## src/rtl/core/dtaa_pkg.sv

```systemverilog
`default_nettype none

package dtaa_pkg;

	localparam int COMPONENT_WIDTH_DEF = 16;
	localparam int CORDIC_STEPS_DEF = 16;

	localparam int FIELD_W = 16;
	localparam int FRAC_BITS = 14;
	localparam int ACC_W = 34;
	localparam int TURN_W = 32;
	localparam int UNITS_W = 15;
	localparam int ATAN_ENTRIES = 24;
	localparam int ATAN_IDX_W = $clog2(ATAN_ENTRIES);

	localparam int GAIN_FRAC = 16;
	localparam logic [GAIN_FRAC-1:0] GAIN_INV_Q16 = 16'd39797;

	localparam logic [TURN_W-1:0] TURN_HALF = 32'h8000_0000;
	localparam logic [TURN_W-1:0] TURN_QUARTER = 32'h4000_0000;
	localparam logic [15:0] UNITS_PER_TURN = 16'd46080;

	localparam logic [UNITS_W-1:0] X_QUARTER_UNITS = 15'd11520;
	localparam logic [UNITS_W-1:0] Y_HALF_UNITS = 15'd23040;
	localparam logic signed [15:0] ANG_X_MAX = 16'sd11520;
	localparam logic signed [16:0] ANG_Y_MAX = 17'sd23040;

	typedef struct packed {
		logic signed [FIELD_W-1:0] dir_x;
		logic signed [FIELD_W-1:0] dir_y;
		logic signed [FIELD_W-1:0] dir_z;
	} dtaa_vec_t;

	typedef struct packed {
		logic signed [14:0] x_axis_angle;
		logic signed [15:0] y_axis_angle;
		logic               zero_vector;
	} dtaa_aim_t;

	typedef struct packed {
		logic zero;
		logic on_y;
		logic x_pos;
		logic y_pos;
		logic y_neg;
	} dtaa_flags_t;

	function automatic logic [TURN_W-1:0] atan_turn(input logic [ATAN_IDX_W-1:0] idx);
		case (idx)
			0: atan_turn = 32'd536870912;
			1: atan_turn = 32'd316933406;
			2: atan_turn = 32'd167458907;
			3: atan_turn = 32'd85004756;
			4: atan_turn = 32'd42667331;
			5: atan_turn = 32'd21354465;
			6: atan_turn = 32'd10679838;
			7: atan_turn = 32'd5340245;
			8: atan_turn = 32'd2670163;
			9: atan_turn = 32'd1335087;
			10: atan_turn = 32'd667544;
			11: atan_turn = 32'd333772;
			12: atan_turn = 32'd166886;
			13: atan_turn = 32'd83443;
			14: atan_turn = 32'd41722;
			15: atan_turn = 32'd20861;
			16: atan_turn = 32'd10430;
			17: atan_turn = 32'd5215;
			18: atan_turn = 32'd2608;
			19: atan_turn = 32'd1304;
			20: atan_turn = 32'd652;
			21: atan_turn = 32'd326;
			22: atan_turn = 32'd163;
			23: atan_turn = 32'd81;
			default: atan_turn = '0;
		endcase
	endfunction

endpackage

`default_nettype wire

```

## src/rtl/core/dtaa_units.sv

```systemverilog
`default_nettype none

module dtaa_units (
	input  logic                               clk,
	input  logic                               en,
	input  logic signed [dtaa_pkg::ACC_W-1:0]  acc,
	input  logic [dtaa_pkg::TURN_W-1:0]        limit,
	output logic [dtaa_pkg::UNITS_W-1:0]       units
);
	import dtaa_pkg::*;

	localparam int PROD_W = TURN_W + 16;

	logic [TURN_W-1:0] clip_s1;
	logic [PROD_W-1:0] prod_s2;

	always_ff @(posedge clk) begin
		if (en) begin
			if (acc[ACC_W-1]) begin
				clip_s1 <= '0;
			end else if (acc > signed'(ACC_W'(limit))) begin
				clip_s1 <= limit;
			end else begin
				clip_s1 <= acc[TURN_W-1:0];
			end
			prod_s2 <= PROD_W'(clip_s1) * PROD_W'(UNITS_PER_TURN);
			units <= UNITS_W'((prod_s2 + PROD_W'(TURN_HALF)) >> TURN_W);
		end
	end

endmodule

`default_nettype wire

```

## config.mk

```make
export PLATFORM = sky130hd
export DESIGN_NAME = dtaa_units
export DESIGN_NICKNAME = d
export VERILOG_FILES = /design/src/rtl/core/dtaa_pkg.sv /design/src/rtl/core/dtaa_units.sv
export SDC_FILE = /design/constraint.sdc
export NUM_CORES = 1
export LEC_CHECK = 0
export BUFFER_PORTS_ARGS = -buffer_cell sky130_fd_sc_hd__buf_2
export CAP_MARGIN = 15
export CORE_MARGIN = 2
export CORE_UTILIZATION = 40
export DETAILED_ROUTE_END_ITERATION = 7
export PLACE_DENSITY = 0.68
export SETUP_SLACK_MARGIN = 0.5
export SYNTH_ARGS = -nofsm -noshare
export SYNTH_HDL_FRONTEND = slang
export SYNTH_SLANG_ARGS = --single-unit
```

## constraint.sdc

```tcl
create_clock -name clk -period 4.9 [get_ports clk]
set_input_delay 0.98 -clock clk [delete_from_list [all_inputs] [get_ports clk]]
set_output_delay 0.98 -clock clk [all_outputs]
set_load 0.005 [all_outputs]
```

==> impl_metrics.env <==
export IMPL_seqPwrFrac=0.248
export IMPL_grt_pass1_wl_um=23600
export IMPL_drive_above_1_share=0.139
export IMPL_initial_core_util=0.407
export IMPL_cts_hold_buffers=0
export IMPL_synthSimpleGateAreaFrac=0.0900
export IMPL_first_pass_iters=4
export IMPL_power_frac_comb=0.591
export IMPL_critPathCapture="prod_s2[45]$_DFFE_PP_"
export IMPL_power_density_nw_per_um2=476
export IMPL_dieArea_um2=18600
export IMPL_core_area_um2=17200
export IMPL_die_h_um=136
export IMPL_hold_viol=0
export IMPL_reg2reg_depth=15
export IMPL_drc=0
export IMPL_synth_xor_area_frac=0.0774
export IMPL_reg2reg_slack_ns=0.75
export IMPL_clockRootBuffer="clkbuf_16"
export IMPL_min_period_over_period=0.846
export IMPL_final_cells=1032
export IMPL_internal_power_mw=2.26
export IMPL_antenna_left=0
export IMPL_placed_cell_area_um2=7670
export IMPL_syn_area_um2=7020
export IMPL_run_status="complete, no violations"
export IMPL_synthCells=719
export IMPL_synth_area_per_cell_um2=9.76
export IMPL_yosysUniqueCellTypes=45
export IMPL_hold_path_class="flip-flop to flip-flop"
export IMPL_yosysMostFrequentCell="ha_1"
export IMPL_relSlewSlack=0.316
export IMPL_drt_initial_drc_count=273
export IMPL_hpwl_um=11300
export IMPL_crit_required_ns=5.00
export IMPL_ir_drop_mv=0.291
export IMPL_timing_rr_start="clip_s1[4]$_SDFFCE_PP0P_"
export IMPL_numCtsBuffers=9
export IMPL_synth_top_area_share=0.270
export IMPL_grt_usage=0.158
export IMPL_clock_power_share=0.161
export IMPL_cp_start_kind="flip-flop"
export IMPL_p_sw_frac=0.403
export IMPL_cp_arrival_ns=4.24
export IMPL_timing_rr_end="prod_s2[45]$_DFFE_PP_"
export IMPL_synth_edf_count=63
export IMPL_grt_antenna_before_repair=0
export IMPL_setup_viol=0
export IMPL_grt_max_degree=36
export IMPL_ios=83
export IMPL_nets=1031
export IMPL_crit_type="flip-flop to flip-flop"
export IMPL_timing_final_crit_period_ns=4.15
export IMPL_clk_pin_slew_ns=0.06
export IMPL_fin_hold_ws_ns=0.557
export IMPL_yosys_warnings=0
export IMPL_cts_max_level=3
export IMPL_design_area_um2=7960
export IMPL_grt_pass1_vias=5186
export IMPL_async_reset_ff_frac=0
export IMPL_yosysTopAreaCell="edfxtp_1"
export IMPL_cts_tree="yes"
export IMPL_rsz0062_at_grt="false"
export IMPL_power_switching_mw=1.53
export IMPL_area_growth_pct=13.4
export IMPL_fmax_mhz=241
export IMPL_portBuffers=82
export IMPL_num_vias=5260
export IMPL_gp_routability_congestion=0.823
export IMPL_synth_fp_nets=948
export IMPL_ys_seq_elements=63
export IMPL_synth_top_cells_by_count="ha_1, inv_1, a21oi_1, edfxtp_1, a21o_1"
export IMPL_cts_buffer_depth=2
export IMPL_synth_compound_area_frac=0.165
export IMPL_gr_total_overflow=0
export IMPL_tightest_slew_ns=1.02
export IMPL_dp_cells=1016
export IMPL_maxSlewViolCount=0
export IMPL_cts_sinks=63
export IMPL_synth_top_family_by_area="adder cells"
export IMPL_cap_viol_max_count=0
export IMPL_die_x_um=136
export IMPL_synthAdderAreaFrac=0.321
export IMPL_endpoint_kind="flip-flop"
export IMPL_timing_setup_tns_ns=0
export IMPL_synth_seq_area_share=0.270
export IMPL_yosys_top_cells_area="edfxtp_1, ha_1, fa_1"
export IMPL_power_leakage_nw=3.94
export IMPL_fillers=1582
export IMPL_clk_latency_ns=0.34
export IMPL_fp_row_count=48
export IMPL_drt_wirelength_per_cell_um=13.5
export IMPL_antenna_cells=0
export IMPL_place_ws_ns=0.684
export IMPL_crit_fanout=7
export IMPL_skew_ns=0.00906
export IMPL_viasPerCell=5.10
export IMPL_finalWirelength_um=13900
export IMPL_synth_flop_cell="edfxtp_1"
export IMPL_yosys_mux_area_fraction=0
export IMPL_finalWorstSetupSlack_ns=0.754
export IMPL_critPathLaunch="clip_s1[4]$_SDFFCE_PP0P_"
state kept, by name, summed over array words and instances (netlist names):
| register | flops |
|---|---|
| clip_s1 | 32 |
| prod_s2 | 16 |
| units | 15 |
final cells by class:
| cell class | count | area, um2 | share of cell area |
|---|---|---|---|
| clock buffers | 11 | 233 | 0.0293 |
| clock inverters | 5 | 48.8 | 0.00613 |
| inverters | 112 | 420 | 0.0528 |
| multi-input cells | 528 | 4610 | 0.580 |
| flip-flops and latches | 63 | 1890 | 0.238 |
| well taps | 225 | 282 | 0.0354 |
| repair buffers | 88 | 468 | 0.0588 |
per-layer routing:
metal / GRT usage / part of all wire / vias to the layer above / wire (um)
met1: 0.212 / 0.49 / 2429 / 6820
met3: 0.0265 / 0.034 / 22 / 476
li1: - / - / 2707 / -
met4: 0.0590 / 0.020 / 0 / 284
met2: 0.257 / 0.46 / 102 / 6350
met5: 0 / 0 / - / 0
power by group through the flow:
| stage | logic [mW] | clock network [mW] | registers, mW |
|---|---|---|---|
| after floorplan | 1.74 | 0 | 0.939 |
| after global placement | 2.18 | 0 | 0.943 |
| after detailed placement | 2.22 | 0 | 0.950 |
| after CTS | 2.24 | 0.624 | 0.941 |
| after global routing | 2.58 | 0.643 | 0.958 |
| final | 2.24 | 0.611 | 0.940 |
critical path, stage by stage (launching register included):
cell	delay (ns)
edfxtp_1	0.45
ha_1	0.39
xor2_1	0.19
ha_1	0.19
a21o_1	0.15
ha_1	0.30
xor2_1	0.18
ha_1	0.33
a211oi_1	0.26
nor2_1	0.09
o31ai_1	0.21
a311oi_1	0.18
o21ai_2	0.28
o21ai_2	0.16
or4_1	0.40
and4_1	0.15
per-stage QoR:
| stage | util | power [mW] |
|---|---|---|
| floorplan | - | 2.68 |
| CTS | 0.461 | 3.81 |
| global route | 0.462 | 4.18 |
| global placement | 0.445 | 3.13 |
| detailed placement | 0.445 | 3.17 |
| finish | 0.462 | 3.79 |
worst min-delay path by stage:
stage	depth (start not counted)	start	slack, ns	end
final	1	prod_s2[46]$_DFFE_PP_	0.56	units[14]$_DFFE_PP_
after global routing	1	prod_s2[46]$_DFFE_PP_	0.58	units[14]$_DFFE_PP_
after detailed placement	1	prod_s2[46]$_DFFE_PP_	0.54	units[14]$_DFFE_PP_
after floorplan	1	prod_s2[46]$_DFFE_PP_	0.53	units[14]$_DFFE_PP_
after global placement	1	prod_s2[46]$_DFFE_PP_	0.54	units[14]$_DFFE_PP_
after CTS	1	prod_s2[46]$_DFFE_PP_	0.56	units[14]$_DFFE_PP_
kinds of logic (layout without fill, tap and decap cells):
family | Yosys count | count (layout)
XOR/XNOR | 62 | 62
buffers and inverters | 128 | 216
AO/OA/AOI/OAI | 184 | 184
adder cells (fa/ha/maj) | 161 | 161
flip-flops | 63 | 63
AND/OR/NAND/NOR | 121 | 121
repair_timing:
action / in CTS / in global routing
setup endpoints to repair: 0 / 3
setup buffers: 0 / 0
hold endpoints to repair: 0 / 0
resized for setup: 0 / 1
placed cells by master (no fill, tap or decap), types with 3 or more instances in the layout:
| cell type | instances |
|---|---|
| buf_2 | 82 |
| nand4_1 | 15 |
| fa_1 | 32 |
| o21a_1 | 6 |
| nand2_1 | 22 |
| xor2_1 | 30 |
| a211oi_1 | 3 |
| buf_4 | 5 |
| inv_1 | 112 |
| clkbuf_16 | 9 |
| o21ai_1 | 32 |
| a21oi_1 | 63 |
| a31oi_1 | 3 |
| a21o_1 | 42 |
| and3_1 | 8 |
| xnor2_1 | 32 |
| ha_1 | 129 |
| nor4_1 | 4 |
| nand3_1 | 40 |
| nor2b_1 | 8 |
| edfxtp_1 | 63 |
| o21ai_0 | 15 |
| clkinv_2 | 3 |
| nor2_1 | 12 |
| nor3_1 | 3 |
(Power assumes the default switching activity.)
