[src/rtl/core/dtaa_pkg.sv]
`default_nettype none

package dtaa_pkg;

	localparam int COMPONENT_WIDTH_DEF = 16;
	localparam int CORDIC_STEPS_DEF = 16;

	localparam int FIELD_W = 16;
	localparam int FRAC_BITS = 14;
	localparam int ACC_W = 34;
	localparam int TURN_W = 32;
	localparam int UNITS_W = 15;
	localparam int ATAN_ENTRIES = 24;
	localparam int ATAN_IDX_W = $clog2(ATAN_ENTRIES);

	localparam int GAIN_FRAC = 16;
	localparam logic [GAIN_FRAC-1:0] GAIN_INV_Q16 = 16'd39797;

	localparam logic [TURN_W-1:0] TURN_HALF = 32'h8000_0000;
	localparam logic [TURN_W-1:0] TURN_QUARTER = 32'h4000_0000;
	localparam logic [15:0] UNITS_PER_TURN = 16'd46080;

	localparam logic [UNITS_W-1:0] X_QUARTER_UNITS = 15'd11520;
	localparam logic [UNITS_W-1:0] Y_HALF_UNITS = 15'd23040;
	localparam logic signed [15:0] ANG_X_MAX = 16'sd11520;
	localparam logic signed [16:0] ANG_Y_MAX = 17'sd23040;

	typedef struct packed {
		logic signed [FIELD_W-1:0] dir_x;
		logic signed [FIELD_W-1:0] dir_y;
		logic signed [FIELD_W-1:0] dir_z;
	} dtaa_vec_t;

	typedef struct packed {
		logic signed [14:0] x_axis_angle;
		logic signed [15:0] y_axis_angle;
		logic               zero_vector;
	} dtaa_aim_t;

	typedef struct packed {
		logic zero;
		logic on_y;
		logic x_pos;
		logic y_pos;
		logic y_neg;
	} dtaa_flags_t;

	function automatic logic [TURN_W-1:0] atan_turn(input logic [ATAN_IDX_W-1:0] idx);
		case (idx)
			0: atan_turn = 32'd536870912;
			1: atan_turn = 32'd316933406;
			2: atan_turn = 32'd167458907;
			3: atan_turn = 32'd85004756;
			4: atan_turn = 32'd42667331;
			5: atan_turn = 32'd21354465;
			6: atan_turn = 32'd10679838;
			7: atan_turn = 32'd5340245;
			8: atan_turn = 32'd2670163;
			9: atan_turn = 32'd1335087;
			10: atan_turn = 32'd667544;
			11: atan_turn = 32'd333772;
			12: atan_turn = 32'd166886;
			13: atan_turn = 32'd83443;
			14: atan_turn = 32'd41722;
			15: atan_turn = 32'd20861;
			16: atan_turn = 32'd10430;
			17: atan_turn = 32'd5215;
			18: atan_turn = 32'd2608;
			19: atan_turn = 32'd1304;
			20: atan_turn = 32'd652;
			21: atan_turn = 32'd326;
			22: atan_turn = 32'd163;
			23: atan_turn = 32'd81;
			default: atan_turn = '0;
		endcase
	endfunction

endpackage

`default_nettype wire

[src/rtl/core/dtaa_gain.sv]
`default_nettype none

module dtaa_gain #(
	parameter int DW = 33
) (
	input  logic                 clk,
	input  logic                 en,
	input  logic signed [DW-1:0] m,
	output logic signed [DW-1:0] scaled
);
	import dtaa_pkg::*;

	localparam int HI_W = DW - 1 - GAIN_FRAC;
	localparam int LO_P_W = 2 * GAIN_FRAC;
	localparam int HI_P_W = HI_W + GAIN_FRAC;

	logic [DW-2:0] mag_s1;
	logic [LO_P_W-1:0] lo_s2;
	logic [HI_P_W-1:0] hi_s2;
	logic [DW-1:0] sum;

	assign sum = DW'(hi_s2) + DW'(lo_s2[LO_P_W-1:GAIN_FRAC]);

	always_ff @(posedge clk) begin
		if (en) begin
			mag_s1 <= m[DW-1] ? '0 : m[DW-2:0];
			lo_s2 <= LO_P_W'(mag_s1[GAIN_FRAC-1:0]) * LO_P_W'(GAIN_INV_Q16);
			hi_s2 <= HI_P_W'(mag_s1[DW-2:GAIN_FRAC]) * HI_P_W'(GAIN_INV_Q16);
			scaled <= signed'(sum);
		end
	end

endmodule

`default_nettype wire

[config.mk]
export PLATFORM = sky130hd
export DESIGN_NAME = dtaa_gain
export DESIGN_NICKNAME = d
export VERILOG_FILES = /design/src/rtl/core/dtaa_pkg.sv /design/src/rtl/core/dtaa_gain.sv
export SDC_FILE = /design/constraint.sdc
export NUM_CORES = 1
export LEC_CHECK = 0
export BUFFER_PORTS_ARGS = -buffer_cell sky130_fd_sc_hd__buf_2
export CORE_AREA = 3 3 211 213
export DETAILED_ROUTE_END_ITERATION = 8
export DIE_AREA = 0 0 214 216
export SLEW_MARGIN = 20
export SYNTH_ARGS = -nofsm -noshare
export SYNTH_HDL_FRONTEND = slang
export SYNTH_SLANG_ARGS = --single-unit
export TNS_END_PERCENT = 1
[constraint.sdc]
create_clock -name clk -period 5.73 [get_ports clk]
set_input_delay 0.2865 -clock clk [delete_from_list [all_inputs] [get_ports clk]]
set_output_delay 0.2865 -clock clk [all_outputs]
set_load 0.01 [all_outputs]
==> results.json, run 1 <==
{
  "first_global_vias": 10680,
  "ant_nets": 0,
  "seq_area_sq_um": 3393,
  "track_usage_pct": 14.51,
  "drt_iter0_drc": 515,
  "ys_ff_latch": 113,
  "status": "finished, final reports clean",
  "min_to": "mag_s1[29]",
  "path_delay_family": "adder cells",
  "yosysTopAreaCellShare_pct": 27.53,
  "gp_congestion": 0.8649,
  "crit_arrival_ns": 5.70,
  "r2r_setup_slack_ns": 0.20,
  "start_kind": "flop",
  "instances_no_fill": 2108,
  "hold_viol": 0,
  "grt_setup_unrepaired": "true",
  "syn_to_final_growth_pct": 13.87,
  "clk_latency_ns": 0.44,
  "synth.most_common_cell": "inv_1",
  "h-tree-depth": 4,
  "n_antenna_cell": 0,
  "dp.cells": 2071,
  "die_area_sq_um": 46220,
  "portBuffers": 67,
  "ctsHoldBuffers": 0,
  "ys_warn_count": 0,
  "die_w_um": 214,
  "num_rows": 76,
  "fin_area_sq_um": 17060,
  "cts_tree": "done",
  "slew_headroom_pct": 36.99,
  "vias_per_cell": 4.688,
  "clk_pin_slew_ns": 0.06,
  "clk_path_buf_depth": 2,
  "fillCellCount": 4164,
  "start_util_pct": 34.93,
  "fin_crit_ns": 5.527,
  "cts_made_buffers": 17,
  "netlist_area_sq_um": 14980,
  "cp_cell_sequence": "inv_1 -> fa_1 -> fa_1 -> inv_1 -> fa_1 -> ha_1 -> fa_1 -> inv_1 -> fa_1 -> inv_1 -> ha_1 -> a21o_1 -> a21o_1 -> a21o_1 -> a41oi_2 -> a21oi_2 -> nor4_1 -> nor3_1",
  "cts_sinks": 113,
  "crit_path_top_delay_cell": "fa_1",
  "layout.nets": 2013,
  "holdCritPathClass": "input port to flop",
  "r2r_start": "mag_s1[20]",
  "multi_input_area_sq_um": 10460,
  "r2r-end": "hi_s2[26]",
  "crit_top_cell": "fa_1",
  "drive_gt1_share_pct": 12.21,
  "maxSlewViolCount": 0,
  "hp-start": "m[29]",
  "setup_violations": 0,
  "synth_cell_type_count": 56,
  "hpwl_um": 26720,
  "crit_path_end_kind": "flop",
  "ys_seq_area_share_pct": 22.65,
  "die_h_um": 216,
  "synthTopCellsByCount": "329 x inv_1, 262 x ha_1, 206 x fa_1, 113 x edfxtp_1, 74 x a21oi_1",
  "synthFlopType": "edfxtp_1",
  "tightest_slew_ns": 0.9451,
  "synthTopCellsByArea": "fa_1 28%, edfxtp_1 23%, ha_1 22%",
  "path_max_fanout": 6,
  "netlist_instances": 1403,
  "syn_area_per_cell_sq_um": 10.68,
  "placed_area_sq_um": 16240,
  "wl_um": 31620,
  "grt_pass1_wl_um": 53840,
  "cp.required_ns": 5.91,
  "firstDrtPassIters": 5,
  "cap_violations": 0,
  "async_flop_share_pct": 0,
  "synth-edff-count": 113,
  "max_freq_mhz": 180.9,
  "grt_overflow": 0,
  "hold_slack_ns": 0.1391,
  "worstRegToRegCells": 18,
  "grt_max_degree": 70,
  "synth_top_area_cell": "fa_1",
  "critical_path_class": "flop to flop",
  "clockRootBuffer": "clkbuf_16",
  "critical_path.max_stage_delay_ns": 0.51,
  "vias": 9883,
  "syn-num-nets": 1906,
  "core-area_sq_um": 42890,
  "io_pins": 68,
  "avgRoutedWirePerCell_um": 15.00,
  "post-route-period-util_pct": 96.46,
  "drc": 0,
  "holdPathStages": 2,
  "crit_buf_inv": 4,
  "skew_ns": 0.01228,
  "antenna_found_initial": 0
}
state kept, by name, summed over array words and instances, names as in the netlist:
signal	count
hi_s2	32
lo_s2	16
mag_s1	32
scaled	33
how the worst max path moves through the flow:
stage | from | slack [ns] | cells past startpoint | end
after floorplan | mag_s1[24] | 0.19 | 19 | hi_s2[29]
after global placement | mag_s1[26] | 0.12 | 18 | hi_s2[30]
after detailed placement | mag_s1[26] | -0.04 | 18 | hi_s2[30]
after CTS | mag_s1[26] | 0.02 | 18 | hi_s2[30]
after global routing | mag_s1[20] | -0.04 | 18 | hi_s2[26]
final | mag_s1[20] | 0.20 | 18 | hi_s2[26]
per-stage QoR:
step / setup TNS (ns) / utilization [%] / worst slack (ns)
after floorplan: 0 / - / 0.1939
after global placement: 0 / 37.86 / 0.1163
final: 0 / 39.78 / 0.2029
after global routing: -0.07238 / 39.78 / -0.03937
after detailed placement: -0.03572 / 37.86 / -0.03572
after CTS: 0 / 39.28 / 0.02460
area by class of cell:
class                   instances  share of cell area (%)
multi-input cells             942                   61.30
flip-flops and latches        113                   19.89
inverters                     329                   7.254
well taps                     585                   4.291
repair buffers                107                   3.741
clock buffers                  17                   2.494
clock inverters                15                   1.027
layer usage:
layer  vias up  track usage, %  wire, um
met5         -               0         0
met2       181           22.76     14080
met3        35           2.408      1105
met4         0           4.689       619
li1       4843               -         -
met1      4824           20.54     15820
placed cells by master, fill, tap and decap left out, types with 22 or more instances in the layout:
cell,n
inv_1,316
ha_1,255
fa_1,206
edfxtp_1,113
a21oi_1,71
buf_2,66
nand2_1,49
xnor2_1,41
buf_4,41
nor2_1,40
nor2b_1,40
o21ai_0,31
xor2_1,24
nand3_1,22
cell families after synthesis:
| group | Yosys count | share of synthesized area (%) |
|---|---|---|
| compound gates | 196 | 8.185 |
| xor+xnor | 65 | 3.800 |
| fa+ha+maj | 468 | 49.41 |
| buf+inv | 348 | 8.745 |
| flops | 113 | 22.65 |
| mux | 1 | 0.06682 |
| simple gates | 212 | 7.141 |
repair_timing:
action / in CTS / in global routing
setup buffers: 0 / 5
endpoints found under the setup margin: 2 / 17
pin swaps: 0 / 8
resized for setup: 2 / 48
cloned: 0 / 0
Power of run 1 is left out: the tool's default activity adds up to more than one toggle a clock period on the data nets, which glitch-free logic cannot reach.
==> run 2, diff against run 1 <==
- clock period: 5.73 -> 5.6 ns (I/O delays scaled with it)
==> run 2 against run 1 <==
  * Die area unchanged
  * Highest routed layer unchanged
  * Critical path depth grew 1
  * Non-clock buffer count rose by 23
  * Fmax grew 1.6%
  * Clock skew grew 0.0012 ns
  * First-iteration DRC count up 6.0%
  * Cell area rose by 1.1%
  * Register-to-register slack got worse by 0.04 ns
  * Final cell count grew 1.1%
  * Routed wire length rose by 0.29%
  * Worst setup slack worse by 0.041 ns
  * Flip-flop and latch count unchanged
==> results.json, run 2 (same netlist as run 1, synthesis figures left out) <==
{
  "clk_latency_ns": 0.45,
  "cts_tree": "done",
  "portBuffers": 67,
  "mostFrequentLayoutCells": "316 x inv_1, 253 x ha_1, 205 x fa_1",
  "core-area_sq_um": 42890,
  "io_pins": 68,
  "drt_iter0_drc": 546,
  "cts_made_buffers": 17,
  "h-tree-depth": 4,
  "avgRoutedWirePerCell_um": 14.88,
  "largest_register_ffs": 33,
  "drc": 0,
  "drive_gt1_share_pct": 14.17,
  "slew_headroom_pct": 37.64,
  "path_max_fanout": 3,
  "crit_path_end_kind": "flop",
  "grt_setup_unrepaired": "true",
  "start_util_pct": 34.93,
  "syn_to_final_growth_pct": 15.14,
  "clk_pin_slew_ns": 0.07,
  "tightest_slew_ns": 0.9354,
  "pre_cts_ws_ns": -0.08229,
  "final_core_util_pct": 40.22,
  "vias": 9955,
  "post-route-period-util_pct": 97.12,
  "firstDrtPassIters": 5,
  "die_area_sq_um": 46220,
  "die_w_um": 214,
  "gp_congestion": 0.8754,
  "clk_path_buf_depth": 2,
  "grt_max_degree": 79,
  "antenna_found_initial": 0,
  "hpwl_um": 27040,
  "holdCritPathClass": "input port to flop",
  "skew_ns": 0.01348,
  "clockRootBuffer": "clkbuf_16",
  "start_kind": "flop",
  "ctsHoldBuffers": 0,
  "cp.required_ns": 5.78,
  "maxSlewViolCount": 0,
  "grt_pass1_wl_um": 53830,
  "grt_overflow": 0,
  "hold_viol": 0,
  "max_freq_mhz": 183.9,
  "critical_path_class": "flop to flop",
  "final_common_cell": "inv_1",
  "status": "finished, final reports clean",
  "crit_arrival_ns": 5.62,
  "cap_violations": 0,
  "n_antenna_cell": 0,
  "ant_nets": 0,
  "reg_top3": "scaled (33), hi_s2 (32), mag_s1 (32)",
  "die_h_um": 216,
  "cts_sinks": 113,
  "wl_um": 31710,
  "fin_crit_ns": 5.439,
  "track_usage_pct": 14.53,
  "setup_violations": 0,
  "first_global_vias": 10590,
  "num_rows": 76,
  "top_register": "scaled",
  "fin_ws_ns": 0.1615,
  "vias_per_cell": 4.672,
  "layout.nets": 2036
}
==> run 2: final timing paths <==
check / end / startpoint / slack, ns / cells after the start
worst max-delay path: lo_s2[23] / mag_s1[8] / 0.16 / 19
worst min-delay path: mag_s1[27] / m[27] / 0.11 / 2
worst max register to register: lo_s2[23] / mag_s1[8] / 0.16 / 19
worst min register to register: scaled[0] / lo_s2[16] / 0.57 / 1
==> run 2: final cells by class <==
type,instances,area [sq um]
clock inverters,15,138.9
well taps,585,732.0
flip-flops and latches,113,3393
repair buffers,130,810.8
fillers,4094,25640
clock buffers,17,425.4
multi-input cells,942,10510
inverters,329,1237
==> run 2: per-stage QoR <==
stage	area [sq um]	setup TNS, ns	cells	hold WS (ns)
after floorplan	14980	0	1403	0.3925
after global placement	16400	0	2093	0.5556
after detailed placement	16400	-0.08229	2093	0.5585
after global routing	17250	-0.1461	2131	0.1120
final	17250	0	2131	0.1149
after CTS	16970	-0.04834	2125	0.08404
==> run 2: worst max-delay path, cell delays in order (launching register included) <==
cell,delay (ns)
edfxtp_1,0.36
inv_2,0.06
buf_4,0.14
fa_1,0.48
fa_1,0.50
inv_1,0.05
fa_1,0.48
fa_1,0.50
fa_1,0.49
inv_1,0.05
fa_1,0.47
inv_1,0.04
ha_1,0.31
nand3_1,0.16
o32ai_2,0.12
nand3_1,0.10
o211ai_1,0.15
a41o_1,0.28
a211o_1,0.30
xor2_1,0.14
==> run 2: layer usage <==
metal | part of all wire, % | track usage (%) | wire length [um] | vias up
li1 | - | - | - | 4894
met1 | 49 | 20.10 | 15500 | 4843
met2 | 45 | 22.88 | 14170 | 189
met3 | 4.7 | 3.393 | 1504 | 29
met4 | 1.7 | 4.153 | 546 | 0
met5 | 0 | 0 | 0 | -
==> run 2: what timing repair did <==
action	CTS	global route
setup buffers	0	6
setup endpoints to repair	1	24
pin swaps	0	11
gates resized for setup	1	62
Power of run 2 is left out for the same reason.
==> run 3, diff against run 2 <==
- CORE_AREA: 3 3 211 213 -> 3 3 170 172
- DIE_AREA: 0 0 214 216 -> 0 0 173 175
- PLACE_DENSITY: not set -> 0.79
==> run 3 against run 2 <==
  * Worst setup slack lost 0.044 ns
  * Clock skew fell by 0.0022 ns
  * Worst hold slack better by 0.027 ns
  * Global-route usage rose by 7.1 points
  * Die area is 35% lower
  * Highest routed layer unchanged
==> results.json, run 3 (same netlist as run 1, synthesis figures left out) <==
{
  "die_w_um": 173,
  "layout.nets": 2029,
  "final_common_cell": "inv_1",
  "drive_gt1_share_pct": 13.78,
  "path_max_fanout": 3,
  "wl_um": 31920,
  "instances_no_fill": 1916,
  "r2r-end": "lo_s2[28]",
  "top_layer_used": "met4",
  "vias": 10210,
  "cp_cell_sequence": "inv_2 -> fa_1 -> fa_1 -> inv_1 -> fa_1 -> inv_1 -> fa_1 -> inv_1 -> fa_1 -> inv_1 -> fa_1 -> inv_1 -> ha_4 -> nand3_2 -> nor3_2 -> o21ai_2 -> a211oi_2 -> nor2_2 -> o31ai_2 -> xor2_1",
  "fin_ws_ns": 0.1177,
  "clk_latency_ns": 0.43,
  "slew_headroom_pct": 47.95,
  "drc": 0,
  "top_register": "scaled",
  "path_delay_family": "adder cells",
  "fin_area_sq_um": 16890,
  "syn_to_final_growth_pct": 12.72,
  "tightest_slew_ns": 0.7807,
  "clockRootBuffer": "clkbuf_16",
  "antenna_found_initial": 0,
  "n_antenna_cell": 0,
  "cts_made_buffers": 17,
  "setup_violations": 0,
  "grt_overflow": 0,
  "r2r_setup_slack_ns": 0.12,
  "first_global_vias": 10570,
  "clk_path_buf_depth": 2,
  "cap_violations": 0,
  "cp.required_ns": 5.76,
  "drt_iter0_drc": 834,
  "status": "finished, final reports clean",
  "route.met2.wl_um": 15030,
  "grt_max_degree": 59,
  "die_area_sq_um": 30280,
  "fin_crit_ns": 5.482,
  "crit_top_cell": "fa_1",
  "crit_start": "mag_s1[7]",
  "firstDrtPassIters": 5,
  "h-tree-depth": 4,
  "io_pins": 68,
  "largest_register_ffs": 33,
  "pre_cts_ws_ns": -0.05400,
  "crit_arrival_ns": 5.65,
  "grt_setup_unrepaired": "true",
  "route.met3.wl_um": 1792,
  "dp.cells": 1875,
  "clk_pin_slew_ns": 0.06,
  "final_core_util_pct": 61.12,
  "crit_buf_inv": 6,
  "die_h_um": 175,
  "vias_per_cell": 5.330,
  "avgRoutedWirePerCell_um": 16.66,
  "critical_path.max_stage_delay_ns": 0.53,
  "crit_path_top_delay_cell": "fa_1",
  "ant_nets": 0,
  "gp_congestion": 0.9219,
  "holdCritPathClass": "input port to flop",
  "worstRegToRegCells": 20,
  "start_kind": "flop",
  "crit_end": "lo_s2[28]",
  "maxSlewViolCount": 0,
  "core-area_sq_um": 27630,
  "post-route-period-util_pct": 97.90,
  "placed_area_sq_um": 16060,
  "crit_path_end_kind": "flop",
  "critical_path_class": "flop to flop",
  "skew_ns": 0.01130,
  "reg_top3": "scaled (33), hi_s2 (32), mag_s1 (32)",
  "cts_tree": "done",
  "max_freq_mhz": 182.4,
  "mostFrequentLayoutCells": "316 x inv_1, 253 x ha_1, 204 x fa_1",
  "grt_pass1_wl_um": 52640,
  "ctsHoldBuffers": 0,
  "holdPathStages": 2,
  "cts_sinks": 113,
  "r2r_start": "mag_s1[7]",
  "start_util_pct": 54.22,
  "met1Wirelength_um": 14610,
  "hpwl_um": 25910,
  "num_rows": 61,
  "worst-path-stages": 20,
  "portBuffers": 67,
  "track_usage_pct": 21.66,
  "hold_viol": 0
}
-- run 3: changes by cell type in the layout (fill, tap and decap cells not counted), moves of 2 or more --
cell | previous run | this run
inv_6 | 6 | 4
nor2_2 | 0 | 3
buf_4 | 64 | 57
inv_8 | 4 | 0
nor2_1 | 40 | 38
clkinv_2 | 0 | 3
-- run 3: cell type report --
cell class | count | area, sq um
Clock inverter | 14 | 107.6
Multi-Input combinational cell | 942 | 10490
Sequential cell | 113 | 3393
Inverter | 329 | 1237
Tap cell | 378 | 473.0
Timing Repair Buffer | 123 | 758.2
Clock buffer | 17 | 425.4
Fill cell | 2210 | 10740
-- run 3: routing by layer --
metal | vias up | global-route usage, %
li1 | 4879 | -
met1 | 4969 | 31.03
met2 | 321 | 35.00
met3 | 44 | 3.629
met4 | 0 | 4.764
met5 | - | 0
-- run 3: worst register-to-register path, cell delays in order (launching register included) --
cell	delay (ns)
edfxtp_1	0.41
inv_2	0.10
fa_1	0.42
fa_1	0.50
inv_1	0.06
fa_1	0.52
inv_1	0.06
fa_1	0.53
inv_1	0.05
fa_1	0.47
inv_1	0.05
fa_1	0.48
inv_1	0.07
ha_4	0.28
nand3_2	0.11
nor3_2	0.23
o21ai_2	0.11
a211oi_2	0.40
nor2_2	0.08
o31ai_2	0.23
xor2_1	0.09
-- run 3: worst min path at each step --
stage                     startpoint         end  slack (ns)
after floorplan                   en    hi_s2[0]        0.39
after global placement      hi_s2[0]   scaled[0]        0.53
after detailed placement    hi_s2[0]   scaled[0]        0.54
after CTS                      m[21]  mag_s1[21]        0.14
after global routing           m[28]  mag_s1[28]        0.14
final                          m[28]  mag_s1[28]        0.14
-- run 3: timing repair --
action,in CTS,in global routing
buffers inserted,0,10
gates resized for setup,7,55
pin swaps,1,10
endpoints found under the setup margin,6,23
-- run 3: stage by stage --
step / hold WS [ns] / setup TNS (ns)
after floorplan: 0.3925 / 0
after global routing: 0.1395 / -0.6324
after global placement: 0.5332 / 0
after detailed placement: 0.5402 / -0.1246
after CTS: 0.1373 / -0.02524
final: 0.1420 / 0
Power of run 3 is left out for the same reason.
