==> config.mk <==
export PLATFORM = sky130hd
export DESIGN_NAME = dtaa_cell
export DESIGN_NICKNAME = d
export VERILOG_FILES = /design/src/rtl/core/dtaa_pkg.sv /design/src/rtl/core/dtaa_cell.sv
export SDC_FILE = /design/constraint.sdc
export NUM_CORES = 1
export LEC_CHECK = 0
export BUFFER_PORTS_ARGS = -buffer_cell sky130_fd_sc_hd__buf_2
export CORE_ASPECT_RATIO = 1.75
export CORE_MARGIN = 2
export CORE_UTILIZATION = 50
export DETAILED_ROUTE_END_ITERATION = 10
export GPL_TIMING_DRIVEN = 0
export PLACE_DENSITY = 0.78
export SYNTH_ARGS = -nofsm -noshare
export SYNTH_HDL_FRONTEND = slang
export SYNTH_SLANG_ARGS = --single-unit
==> constraint.sdc <==
create_clock -name clk -period 0.8 [get_ports clk]
set_input_delay 0.12 -clock clk [delete_from_list [all_inputs] [get_ports clk]]
set_output_delay 0.12 -clock clk [all_outputs]
set_load 0.01 [all_outputs]
==> src/rtl/core/dtaa_pkg.sv <==
`default_nettype none

package dtaa_pkg;

	localparam int COMPONENT_WIDTH_DEF = 16;
	localparam int CORDIC_STEPS_DEF = 16;

	localparam int FIELD_W = 16;
	localparam int FRAC_BITS = 14;
	localparam int ACC_W = 34;
	localparam int TURN_W = 32;
	localparam int UNITS_W = 15;
	localparam int ATAN_ENTRIES = 24;
	localparam int ATAN_IDX_W = $clog2(ATAN_ENTRIES);

	localparam int GAIN_FRAC = 16;
	localparam logic [GAIN_FRAC-1:0] GAIN_INV_Q16 = 16'd39797;

	localparam logic [TURN_W-1:0] TURN_HALF = 32'h8000_0000;
	localparam logic [TURN_W-1:0] TURN_QUARTER = 32'h4000_0000;
	localparam logic [15:0] UNITS_PER_TURN = 16'd46080;

	localparam logic [UNITS_W-1:0] X_QUARTER_UNITS = 15'd11520;
	localparam logic [UNITS_W-1:0] Y_HALF_UNITS = 15'd23040;
	localparam logic signed [15:0] ANG_X_MAX = 16'sd11520;
	localparam logic signed [16:0] ANG_Y_MAX = 17'sd23040;

	typedef struct packed {
		logic signed [FIELD_W-1:0] dir_x;
		logic signed [FIELD_W-1:0] dir_y;
		logic signed [FIELD_W-1:0] dir_z;
	} dtaa_vec_t;

	typedef struct packed {
		logic signed [14:0] x_axis_angle;
		logic signed [15:0] y_axis_angle;
		logic               zero_vector;
	} dtaa_aim_t;

	typedef struct packed {
		logic zero;
		logic on_y;
		logic x_pos;
		logic y_pos;
		logic y_neg;
	} dtaa_flags_t;

	function automatic logic [TURN_W-1:0] atan_turn(input logic [ATAN_IDX_W-1:0] idx);
		case (idx)
			0: atan_turn = 32'd536870912;
			1: atan_turn = 32'd316933406;
			2: atan_turn = 32'd167458907;
			3: atan_turn = 32'd85004756;
			4: atan_turn = 32'd42667331;
			5: atan_turn = 32'd21354465;
			6: atan_turn = 32'd10679838;
			7: atan_turn = 32'd5340245;
			8: atan_turn = 32'd2670163;
			9: atan_turn = 32'd1335087;
			10: atan_turn = 32'd667544;
			11: atan_turn = 32'd333772;
			12: atan_turn = 32'd166886;
			13: atan_turn = 32'd83443;
			14: atan_turn = 32'd41722;
			15: atan_turn = 32'd20861;
			16: atan_turn = 32'd10430;
			17: atan_turn = 32'd5215;
			18: atan_turn = 32'd2608;
			19: atan_turn = 32'd1304;
			20: atan_turn = 32'd652;
			21: atan_turn = 32'd326;
			22: atan_turn = 32'd163;
			23: atan_turn = 32'd81;
			default: atan_turn = '0;
		endcase
	endfunction

endpackage

`default_nettype wire

==> src/rtl/core/dtaa_cell.sv <==
`default_nettype none

module dtaa_cell #(
	parameter int DW = 33,
	parameter int SW = 8,
	parameter int STEP = 0
) (
	input  logic                           clk,
	input  logic                           arst_n,
	input  logic                           en,
	input  logic                           up_valid,
	input  logic signed [DW-1:0]           up_a,
	input  logic signed [DW-1:0]           up_b,
	input  logic signed [dtaa_pkg::ACC_W-1:0] up_acc,
	input  logic [SW-1:0]                  up_side,
	output logic                           valid,
	output logic signed [DW-1:0]           a,
	output logic signed [DW-1:0]           b,
	output logic signed [dtaa_pkg::ACC_W-1:0] acc,
	output logic [SW-1:0]                  side
);
	import dtaa_pkg::*;

	logic signed [DW-1:0] da;
	logic signed [DW-1:0] db;
	logic signed [DW-1:0] a_nx;
	logic signed [DW-1:0] b_nx;
	logic signed [ACC_W-1:0] acc_nx;
	logic signed [ACC_W-1:0] step_ang;

	assign da = up_b >>> STEP;
	assign db = up_a >>> STEP;
	assign step_ang = ACC_W'(atan_turn(ATAN_IDX_W'(STEP)));

	// rotate toward b = 0
	always_comb begin
		if (!up_b[DW-1]) begin
			a_nx = up_a + da;
			b_nx = up_b - db;
			acc_nx = up_acc + step_ang;
		end else begin
			a_nx = up_a - da;
			b_nx = up_b + db;
			acc_nx = up_acc - step_ang;
		end
	end

	always_ff @(posedge clk or negedge arst_n) begin
		if (!arst_n) begin
			valid <= 1'b0;
		end else if (en) begin
			valid <= up_valid;
		end
	end

	always_ff @(posedge clk) begin
		if (en) begin
			a <= a_nx;
			b <= b_nx;
			acc <= acc_nx;
			side <= up_side;
		end
	end

endmodule

`default_nettype wire

==> results of run 1 <==
[critical path, delay by kind of cell]
| family | cells | cell delay (ns) |
|---|---|---|
| compound gates | 6 | 1.30 |
| fa+ha+maj | 2 | 0.57 |
| buf+inv | 3 | 0.36 |
| simple gates | 2 | 0.35 |
| xor+xnor | 1 | 0.10 |
[logic make-up after synthesis]
| kind of cell | share of synthesized area, % |
|---|---|
| compound gates | 22.95 |
| mux | 1.674 |
| buf+inv | 7.442 |
| flops | 35.80 |
| xor+xnor | 6.100 |
| simple gates | 11.45 |
| fa+ha+maj | 14.58 |
[registers in the layout (all words and copies together) (netlist names)]
signal,cells
acc,34
a,33
b,32
side,8
valid,1
[layout by cell type, fill, tap and decap left out, types with 33 or more instances in the layout]
cell type,netlist,layout
buf_4,4,72
edfxtp_1,107,107
xnor2_1,59,49
inv_1,100,78
a21oi_1,112,73
nand2_1,41,37
dlygate4sd3_1,0,38
buf_6,2,33
nor2_1,84,72
ha_1,99,80
buf_2,5,203
[through the flow]
step / hold WS, ns / std cells
finish: 0.01201 / 1575
global route: 0.01368 / 1573
CTS: 0.007682 / 1539
detailed placement: -0.09925 / 1428
global placement: -0.1058 / 1427
floorplan: -0.1756 / 973
[layer usage]
metal | up-vias | global-route usage (%) | part of all wire, %
met5 | - | 0 | 0
li1 | 4223 | - | -
met3 | 301 | 4.379 | 7.1
met4 | 0 | 25.21 | 10
met1 | 4607 | 31.42 | 31
met2 | 680 | 62.09 | 52
[how the worst min path moves through the flow]
stage / cells past startpoint / startpoint / endpoint
CTS: 2 / up_valid / valid
global route: 2 / up_valid / valid
floorplan: 0 / arst_n / valid
finish: 2 / up_valid / valid
detailed placement: 1 / arst_n / valid
global placement: 1 / arst_n / valid
[final cells by class]
class	instances	share of cell area (%)
Multi-Input combinational cell	714	47.44
Clock buffer	9	1.613
Timing Repair Buffer	357	18.45
Buffer	38	2.894
Clock inverter	6	0.6272
Tap cell	234	2.097
Inverter	107	3.656
Antenna cell	2	0.03584
Sequential cell	108	23.19
[power groups by stage]
stage | sequential, mW | combinational (mW) | clock, mW
global placement | 7.53 | 6.97 | 0
global route | 7.52 | 10.6 | 5.09
finish | 7.46 | 10.2 | 4.87
detailed placement | 7.54 | 7.08 | 0
CTS | 7.42 | 8.80 | 4.88
floorplan | 7.99 | 4.11 | 0
[repair_timing]
item,CTS,global route
hold buffers,38,0
gates cloned,1,0
buffers inserted,61,41
resized for setup,252,108
pin swaps,101,100
setup endpoints to repair,254,177
endpoints found under the hold margin,38,0
==> impl_table.tex, run 1 <==
\begin{tabular}{lr}
\hline
Metric & Value \\
\hline
\multicolumn{2}{l}{\textbf{Outcome}} \\
\quad Run status & complete, but fails checks \\
\quad Violations in the final reports & negative setup slack \\
\multicolumn{2}{l}{\textbf{Clock network}} \\
\quad H-tree level count & 3 \\
\quad Number of buffers added by the clock tree synthesis step & 9 \\
\quad Clock-pin slew on the worst setup and hold paths & about 0.070 ns \\
\quad Buffers from clock root to sink, at most & 2 \\
\quad Insertion delay of the later-clocked pin in the worst-skew pair & around 0.35 ns \\
\quad Root cell of the clock tree & clkbuf\_16 \\
\quad Clock sink total & approximately 110 \\
\quad TritonCTS clock tree & built \\
\multicolumn{2}{l}{\textbf{Synth}} \\
\quad Most instantiated library cell after synthesis & a21oi\_1 \\
\quad Total standard cell area after synthesis & around 9000 sq um \\
\quad Sequential share of the synthesized area & between 30\% and 40\% \\
\quad Most frequent cells after synthesis & a21oi\_1 (112), edfxtp\_1 (107), inv\_1 (100) \\
\quad Most area-hungry cell type in the Yosys netlist & edfxtp\_1 \\
\quad Mapped Avg Cell Area & 9.296 sq um \\
\quad Netlist cell types & a little over 80 \\
\quad EDFF count, synth & 107 \\
\quad Synth warnings & 0 \\
\quad FF+latch count, synth & roughly 110 \\
\quad Dominant cells by area after synthesis & edfxtp\_1 (36\%), ha\_1 (14\%), a21oi\_1 (6.2\%), xnor2\_1 (5.7\%), inv\_1 (4.1\%) \\
\quad Number of standard cells after synthesis & 973 \\
\quad Prevailing post-synth register cell & edfxtp\_1 \\
\quad Share of the synthesized area in the top cell type & 35.52\% \\
\quad Mapped Nets & 1188 \\
\quad Fraction of registers with async set or reset after synthesis & less than 1\% \\
\multicolumn{2}{l}{\textbf{Power and ir drop}} \\
\quad Pwr/cell area & around 1600 nW/um\^{}2 \\
\quad Portion of total power attributed to the clock network & 21.7\% \\
\quad Combinational cell fraction of total power & around 45\% \\
\quad Leakage power of the design & $\sim$6 nW \\
\quad Switch share & between 30\% and 40\% \\
\quad Cell-internal power & between 10 and 15 mW \\
\quad Share of total power in sequential cells & approximately 33\% \\
\quad Design Power & $\sim$22 mW \\
\quad Largest voltage drop on the vdd net & between 1 and 1.5 mV \\
\quad Net Switching & just over 8 mW \\
\multicolumn{2}{l}{\textbf{Floorplan}} \\
\quad Ports placed on the boundary & 221 \\
\quad Die Footprint & just under 20000 sq um \\
\quad Row count & between 60 and 70 \\
\quad Effective utilization at floorplan & just over 50\% \\
\quad Die Span X & approximately 110 um \\
\quad Die height & roughly 180 um \\
\quad Core region area & between 15000 and 20000 sq um \\
\multicolumn{2}{l}{\textbf{Worst setup path}} \\
\quad R2r endpoint & valid \\
\quad CP max-delay cell & fa\_2 \\
\quad R2r worst-path depth & 2 \\
\quad Crit. Startpoint & up\_b[0] \\
\quad Type of element capturing the critical path & flip-flop \\
\quad Arrival time at the worst endpoint & between 2 and 3 ns \\
\quad CP max FO & 3 \\
\quad Critical path endpoint & a[32] \\
\quad Worst-path cell chain & buf\_12 > buf\_4 > buf\_8 > ha\_4 > fa\_2 > nor2b\_4 > o2111ai\_2 > nand4\_1 > a41o\_4 > a2111oi\_4 > a21oi\_2 > a21oi\_2 > a311oi\_2 > xor2\_1 \\
\quad Setup slack of the most critical reg-to-reg path & -0.10 ns \\
\quad Required time of the worst setup path & approximately 0.9 ns \\
\quad CP Launch Type & input pin \\
\quad Worst setup path category & in -> reg \\
\quad Stage delay of the slowest cell on the critical path & $\sim$0.40 ns \\
\quad Critical Path Most Common Cell & a21oi\_2 \\
\quad R2r startpoint & valid \\
\multicolumn{2}{l}{\textbf{GRT}} \\
\quad Wire length of the first global-routing pass & 48800 um \\
\quad Global-route congestion overflow total & 0 \\
\quad Vias in the first global route & 9357 \\
\quad Gr usage total & between 30\% and 40\% \\
\quad Initial antenna violation count & 0 \\
\quad Pin count of the biggest net entering global routing & 40 \\
\multicolumn{2}{l}{\textbf{Route}} \\
\quad Remaining antenna violation count after routing & 0 \\
\quad Mean number of vias per cell & 6.229 \\
\quad Number of iterations in the first detailed-routing pass & 6 \\
\quad Via count & approximately 9800 \\
\quad First-iteration detailed-routing DRC count & 780 \\
\quad Average routed wire per standard cell & between 20 and 25 um \\
\quad Count of unresolved DRC violations after routing & 0 \\
\quad Final WL & 36780 um \\
\multicolumn{2}{l}{\textbf{Final layout}} \\
\quad Post-Layout Inst Area & 13960 sq um \\
\quad Sequential cell area & around 3200 sq um \\
\quad Fillers & 1134 \\
\quad Syn-to-layout area delta & 54.38\% \\
\quad Area of the multi-input gates & 6624 sq um \\
\quad Layout Utilization & about four fifths \\
\quad Number of nets in the finished design & 1550 \\
\quad Share of layout cells above drive strength 1 & approximately 46\% \\
\multicolumn{2}{l}{\textbf{STA}} \\
\quad Part of the cycle the worst path needs & 337.1\% \\
\quad Final hold violations & 0 \\
\quad Number of setup violations in the final report & about 180 \\
\quad Remaining max-slew budget at the tightest pin & a little over two fifths \\
\quad Post-route setup TNS & -113.46 ns \\
\quad Clock period minus final worst setup slack & around 2.7 ns \\
\quad Setup repair after global routing missed its margin & true \\
\quad Worst clock skew & 0 ns \\
\quad Maximum operating frequency & $\sim$370 MHz \\
\quad Max-slew violation count & 0 \\
\quad Post-route setup slack & -1.897 ns \\
\quad Actual transition at the worst max-transition pin & between 0.8 and 0.9 ns \\
\multicolumn{2}{l}{\textbf{Place}} \\
\quad Cell Area, Placed & around 11000 sq um \\
\quad Setup slack at placement & -2.520 ns \\
\quad Half-perimeter wire length after placement & approximately 22000 um \\
\quad Placer Congestion & 0.9879 \\
\quad Number of buffers inserted by port buffering & between 200 and 250 \\
\multicolumn{2}{l}{\textbf{Hold path}} \\
\quad Min-Delay Path Class & in -> reg \\
\multicolumn{2}{l}{\textbf{Job}} \\
\quad Number of max-capacitance violations reported & 0 \\
\hline
\end{tabular}
(Power assumes the default switching activity.)
==> run 2, diff against run 1 <==
- ABC_CLOCK_PERIOD_IN_PS: unset -> 800
- CAP_MARGIN: unset -> 30
- CORE_ASPECT_RATIO: 1.75 -> 1.25
==> run 2 against run 1 <==
  * The run still ends with negative setup slack left
  * Cell count is 0.38% lower
  * Count of clock-buffer cells in the layout stayed put
  * Highest routed layer unchanged
  * Sequential cell count stayed put
  * Clock skew stayed put
  * Non-clock buffer count is 1 higher
  * Design area is 0.91% higher
  * Wire length is 1.7% lower
  * Utilization is 0.71 points higher
  * Total power is 0.27% higher
  * Sequential share of layout area is 0.21 points lower
==> impl_table.tex, run 2 (synthesized netlist as in run 1, its figures left out) <==
\begin{tabular}{lr}
\hline
Metric & Value \\
\hline
\multicolumn{2}{l}{\textbf{GRT}} \\
\quad Vias in the first global route & just under 9000 \\
\quad Gr usage total & roughly a third \\
\quad Wire length of the first global-routing pass & around 48000 um \\
\quad Initial antenna violation count & 0 \\
\quad Global-route congestion overflow total & 0 \\
\quad Pin count of the biggest net entering global routing & around 60 \\
\multicolumn{2}{l}{\textbf{Route}} \\
\quad Via count & between 9000 and 10000 \\
\quad Mean number of vias per cell & approximately 6.3 \\
\quad Remaining antenna violation count after routing & 0 \\
\quad Average routed wire per standard cell & about 23 um \\
\quad Final WL & 36170 um \\
\quad Number of iterations in the first detailed-routing pass & 6 \\
\quad Count of unresolved DRC violations after routing & 0 \\
\quad First-iteration detailed-routing DRC count & $\sim$960 \\
\multicolumn{2}{l}{\textbf{Clock network}} \\
\quad TritonCTS clock tree & built \\
\quad Number of buffers added by the clock tree synthesis step & 9 \\
\quad Clock sink total & about 110 \\
\quad H-tree level count & 3 \\
\quad Root cell of the clock tree & clkbuf\_16 \\
\quad Clock-pin slew on the worst setup and hold paths & around 0.09 ns \\
\quad Buffers from clock root to sink, at most & 2 \\
\quad Insertion delay of the later-clocked pin in the worst-skew pair & approximately 0.36 ns \\
\multicolumn{2}{l}{\textbf{Outcome}} \\
\quad Violations in the final reports & negative setup slack \\
\quad Run status & complete, but fails checks \\
\multicolumn{2}{l}{\textbf{STA}} \\
\quad Clock period minus final worst setup slack & between 2 and 3 ns \\
\quad Post-route setup slack & -1.943 ns \\
\quad Final hold violations & 0 \\
\quad Remaining max-slew budget at the tightest pin & 37.51\% \\
\quad Part of the cycle the worst path needs & 342.8\% \\
\quad Maximum operating frequency & between 300 and 400 MHz \\
\quad Number of setup violations in the final report & roughly 180 \\
\quad Max-slew violation count & 0 \\
\quad Worst hold slack after final layout & between 0.08 and 0.09 ns \\
\quad Actual transition at the worst max-transition pin & $\sim$0.94 ns \\
\quad Worst clock skew & 0 ns \\
\quad Setup repair after global routing missed its margin & true \\
\multicolumn{2}{l}{\textbf{Worst setup path}} \\
\quad Number of cells on the critical path & 15 \\
\quad CP delay by family, top & compound AO/OA/AOI/OAI gates \\
\quad R2r worst-path depth & 2 \\
\quad Arrival time at the worst endpoint & between 2 and 3 ns \\
\quad Buffering stage count on the worst path with inverters included & 4 \\
\quad Stage delay of the slowest cell on the critical path & 0.38 ns \\
\quad CP max-delay cell & fa\_2 \\
\quad Required time of the worst setup path & around 0.9 ns \\
\quad Worst setup path category & in -> reg \\
\quad Worst-path cell chain & buf\_12 > ha\_4 > fa\_2 > nor2b\_4 > o211ai\_4 > a31oi\_4 > o41ai\_4 > buf\_4 > o221ai\_4 > a31oi\_4 > buf\_6 > buf\_6 > o22ai\_2 > a41oi\_2 > xnor2\_1 \\
\quad Type of element capturing the critical path & flip-flop \\
\quad CP Launch Type & input pin \\
\quad CP max FO & 3 \\
\multicolumn{2}{l}{\textbf{Power and ir drop}} \\
\quad Cell-internal power & between 10 and 15 mW \\
\quad Switch share & approximately 38\% \\
\quad Portion of total power attributed to the clock network & about 22\% \\
\quad Largest voltage drop on the vdd net & approximately 1.2 mV \\
\quad Pwr/cell area & between 1500 and 2000 nW/um\^{}2 \\
\quad Leakage power of the design & 6.005 nW \\
\quad Share of total power in sequential cells & approximately a third \\
\quad Combinational cell fraction of total power & a little under half \\
\quad Net Switching & $\sim$8.5 mW \\
\multicolumn{2}{l}{\textbf{Final layout}} \\
\quad Diodes inserted & 0 \\
\quad Commonest non-fill, non-tap cell in the layout & buf\_2 \\
\quad Largest register FFs & 34 \\
\quad Syn-to-layout area delta & 55.79\% \\
\quad Largest registers & acc (34), a (33), b (32) \\
\quad Number of nets in the finished design & $\sim$1600 \\
\quad Share of layout cells above drive strength 1 & between 40\% and 50\% \\
\quad Layout Utilization & between 70 and 80\% \\
\quad Most flop-heavy register & acc \\
\quad Top library cells by usage in the layout, fill and taps aside & buf\_2 (199), edfxtp\_1 (107), ha\_1 (82) \\
\multicolumn{2}{l}{\textbf{Job}} \\
\quad Number of max-capacitance violations reported & 0 \\
\multicolumn{2}{l}{\textbf{Floorplan}} \\
\quad Row count & 55 \\
\quad Ports placed on the boundary & roughly 220 \\
\quad Die Footprint & 19190 sq um \\
\quad Core region area & 17890 sq um \\
\quad Effective utilization at floorplan & a little over 50\% \\
\quad Die Span X & about 120 um \\
\quad Die height & roughly 150 um \\
\multicolumn{2}{l}{\textbf{Hold path}} \\
\quad Min-Delay Path Class & in -> async \\
\multicolumn{2}{l}{\textbf{Place}} \\
\quad Half-perimeter wire length after placement & about 22000 um \\
\quad Number of buffers inserted by port buffering & 220 \\
\quad Placer Congestion & slightly below 1 \\
\hline
\end{tabular}
[run 2: cell types whose count changed in the layout (fill, tap and decap cells not counted), moves of 4 or more]
cell | before | now
buf_6 | 33 | 50
a21oi_1 | 73 | 69
buf_12 | 5 | 10
clkbuf_8 | 9 | 5
a21oi_2 | 30 | 34
buf_2 | 203 | 199
o21ai_2 | 23 | 18
inv_4 | 4 | 8
buf_4 | 72 | 61
inv_2 | 8 | 4
[run 2: layer usage]
metal  track usage, %  share of wire (%)  routed length (um)
met5                0                  0                   0
met4            15.94                8.2                2972
met3            5.984                9.0                3238
met2            56.26                 48               17460
met1            35.73                 35               12500
[run 2: timing repair]
item,in CTS,in global routing
pin swaps,45,100
endpoints found under the hold margin,39,0
gates resized for setup,125,273
buffers inserted,25,75
endpoints found under the setup margin,235,177
cloned,1,1
hold buffers,39,0
[run 2: cell type report]
class                   instances  area [sq um]
inverters                     107         515.5
well taps                     228         285.3
flip-flops and latches        108          3238
plain buffers                  39         446.7
fillers                      1101          3801
multi-input cells             714          6638
clock buffers                   9         225.2
clock inverters                 7         86.33
repair buffers                357          2656
[run 2: path summary, 6_finish.rpt]
| kind | start | end | slack (ns) |
|---|---|---|---|
| worst max-delay path | up_b[0] | a[26] | -1.94 |
| worst min-delay path | arst_n | valid | 0.08 |
| worst max register to register | valid | valid | -0.15 |
| worst min register to register | valid | valid | 0.69 |
| max in group asynchronous | arst_n | valid | 0.62 |
| min in group clk | up_a[32] | a[32] | 0.08 |
[run 2: through the flow]
| step | instance area, sq um | total power [mW] | setup WS, ns | cells | setup TNS [ns] |
|---|---|---|---|---|---|
| 2_1_floorplan | 9582 | 12.10 | -1.720 | 973 | -77.35 |
| 3_3_place_gp | 10970 | 14.52 | -2.590 | 1421 | -274.92 |
| 3_5_place_dp | 11000 | 14.63 | -2.630 | 1422 | -162.39 |
| 4_1_cts | 12420 | 20.21 | -1.865 | 1500 | -104.26 |
| 5_1_grt | 14090 | 23.25 | -2.014 | 1569 | -116.13 |
| 6_report | 14090 | 22.56 | -1.943 | 1569 | -110.54 |
[run 2: power by group through the flow]
stage	registers, mW	clock network, mW	logic [mW]
floorplan	7.99	0	4.11
global placement	7.55	0	6.98
detailed placement	7.57	0	7.07
CTS	7.44	4.78	7.99
global route	7.54	5.06	10.7
finish	7.48	4.87	10.2
